File: src/sv/pgcb_ram.sv
// ----------------------------------------------------------------------------
// Generic single-port-write, single-port-read RAM
// One write and one registered read per cycle.
// ----------------------------------------------------------------------------
module pgcb_ram #(
	parameter int WIDTH = 32,
	parameter int DEPTH = 128
) (
	input  logic                     clk,
	input  logic                     wr_en,
	input  logic [$clog2(DEPTH)-1:0] wr_addr,
	input  logic [WIDTH-1:0]         wr_data,
	input  logic                     rd_en,
	input  logic [$clog2(DEPTH)-1:0] rd_addr,
	output logic [WIDTH-1:0]         rd_data
);

	logic [WIDTH-1:0] mem [DEPTH];

	always_ff @(posedge clk) begin
		if (wr_en) begin
			mem[wr_addr] <= wr_data;
		end
		if (rd_en) begin
			rd_data <= mem[rd_addr];
		end
	end

endmodule

File: config.mk
export PLATFORM = sky130hd
export DESIGN_NAME = pgcb_ram
export DESIGN_NICKNAME = d
export VERILOG_FILES = /design/src/sv/pgcb_ram.sv
export SDC_FILE = /design/constraint.sdc
export NUM_CORES = 2
export LEC_CHECK = 0
export BUFFER_PORTS_ARGS = -buffer_cell sky130_fd_sc_hd__buf_2
export CAP_MARGIN = 40
export CORE_MARGIN = 4
export CORE_UTILIZATION = 35
export CTS_CLUSTER_DIAMETER = 120
export DETAILED_ROUTE_END_ITERATION = 10
export PLACE_DENSITY = 0.56
export SYNTH_ARGS = -nofsm -noshare
export SYNTH_HDL_FRONTEND = slang
export SYNTH_SLANG_ARGS = --single-unit
File: constraint.sdc
create_clock -name clk -period 4.57 [get_ports clk]
set_clock_uncertainty 0.15 [all_clocks]
set_input_delay 0.457 -clock clk [delete_from_list [all_inputs] [get_ports clk]]
set_output_delay 0.457 -clock clk [all_outputs]
set_load 0.005 [all_outputs]
==> results.md <==
* Status: finished clean
* Port Buffers at 80
* Worst slew margin at 36.9%
* Sequential Area at 124000 µm²
* Multi-input logic area at 32300 µm²
* MaxCap Viol Count at 0
* First-pass GRT wire length at 613 mm
* RSZ-0062 raised after global routing: false
* Final hold vios at 0
* Met1 usage in global routing at 26.1%
* Setup TNS at 0 ns
* CP Launch Type: primary input
* Die Span Y at 677 µm
* TritonCTS sink count at 4128
* Ports at 81
* Syn_nets at 6039
* WL final at 447 mm
* Global route hottest layer: met2
* Row count at 245
* CP Capture Type: flop
* Detailed Place HPWL at 260 mm
* Max Fclk at 311 MHz
* H-Tree Depth at 5
* # DRC at 0
* TritonRoute pass-1 iters at 6
* Leak at 0.0554 µW
* Number of synthesized register bits at 4128
* CP Data Required Time at 5.15 ns
* # nets final at 6648
* Clock Latency Late Sink at 0.99 ns
* Seq/Total Area, Yosys at 79.2%
* Post-Syn Area at 157000 µm²
* Endpoints failing setup at 0
* Routed len/inst at 34.6 µm
* Die Width at 677 µm
* Gpl congestion at 0.806
* Mean Syn Cell Area at 26.1 µm²
* Max IR drop VDD at 0.319 mV
* Commonest non-fill, non-tap cell in the layout: edfxtp_1
* Area Growth Syn to Fin at 16.3%
* HP Class: primary input to flop
* Initial antenna violation count at 54
* Die Area at 458000 µm²
* CTS tree: yes
* Worst-path clk slew at 0.06 ns
* GRT met3 Usage at 3.16%
* Synth cell types at 16
* Slew at the pin with the worst max-slew slack at 0.946 ns
* Root buffer cell: clkbuf_16
* Final ANT Viol Nets at 0
* Grt met2 use at 32.1%
* Total grt overflow at 0
* Cell count after synthesis at 5990
* Most frequent cells in the layout: edfxtp_1, mux4_2, clkbuf_16
* Worst Hold Slack at 0.0218 ns
* Largest net degree at the start of global routing at 87
* CTS Buffer Depth at 4
* Drt initial violations at 9438
* Core Region at 445000 µm²
* Total track usage at 19.2%
* # fillers at 38000
* CP arrival at 3.79 ns
* Initial Util at 35.2%
* Via Count at 71900
* Fraction of layout cells with a size suffix above 1 at 36.7%
* Fin. max-slew vios at 0
* CTS Buf Count at 411
* Vias in the first global route at 72400
* Critical setup path kind: primary input to flop
* Critical-path maximum fanout at 40
* Synthesis Warnings at 0
* # Post-CTS Setup Buffers at 0
* DR vias/cell at 5.57
* PwrDens at 433 nW/µm²
* Minimum clock period at 3.21 ns
* Final period utilization at 70.3%
sequential cells by signal, summed over array words and instances, names as in the netlist:
signal	flops
rd_data	32
mem	4096
cell families after synthesis:
family | count (synthesis) | share of synthesized area [%]
buf+inv | 316 | 0.837
mux | 1376 | 19.6
flops | 4128 | 79.2
simple gates | 170 | 0.445
worst max-delay path, cell delays in order:
cell	delay, ns
buf_12	0.34
buf_12	0.38
buf_4	0.28
mux4_2	0.53
mux4_2	0.69
mux4_2	0.67
mux2_2	0.32
per-stage QoR:
step / instance area, µm² / util (%) / instances / power, µW / setup slack [ns]
3_3_place_gp: 168000 / 37.8 / 12100 / 47000 / 0.323
2_1_floorplan: 157000 / - / 5990 / 44700 / 0.724
6_report: 182000 / 40.9 / 12900 / 79000 / 1.36
4_1_cts: 182000 / 40.8 / 12900 / 79600 / 1.38
3_5_place_dp: 169000 / 37.9 / 12100 / 47100 / 0.318
5_1_grt: 182000 / 40.9 / 12900 / 81300 / 1.32
path summary, 6_finish.rpt:
kind                  to         from  slack (ns)  cells past startpoint
max          rd_data[16]   rd_addr[0]        1.36                      7
min           mem[61][2]   wr_data[2]        0.02                      2
max reg2reg  rd_data[20]  mem[95][20]        1.60                      4
min reg2reg   rd_data[5]   mem[16][5]        1.04                      4
layer usage:
metal	share of wire [%]	wire, µm	up-vias
li1	-	-	27700
met1	39	176000	40400
met2	50	224000	3239
met3	7.7	34500	570
met4	2.7	12000	8
met5	0.013	57	-
power breakdown:
group	internal (µW)	switching, µW
sequential	41900	142
clock	18300	14400
combinational	1660	2600
total	61800	17100
final cells by class:
| cell class | instances | share of cell area, % |
|---|---|---|
| diodes | 31 | 0.0426 |
| clock buffers | 508 | 5.90 |
| clock inverters | 248 | 1.22 |
| multi-input cells | 1546 | 17.7 |
| flip-flops and latches | 4128 | 68.0 |
| well taps | 5928 | 4.07 |
| repair buffers | 512 | 3.01 |
Yosys cell counts (all sizes together):
cell type	number	share of area, %
nand2	14	0.034
mux4	1344	19
edfxtp	4128	79
mux2	32	0.23
nand2b	2	0.0080
clkbuf	182	0.44
buf	134	0.40
nor2b	7	0.028
nand4	3	0.012
nor3	9	0.029
nand3	12	0.038
nor2	122	0.29
or3	1	0.0040
repair_timing:
item,CTS,global route
endpoints found under the hold margin,1163,30
hold buffers,30,1
gates resized for setup,0,0
Power figures use the tool's default switching activity.
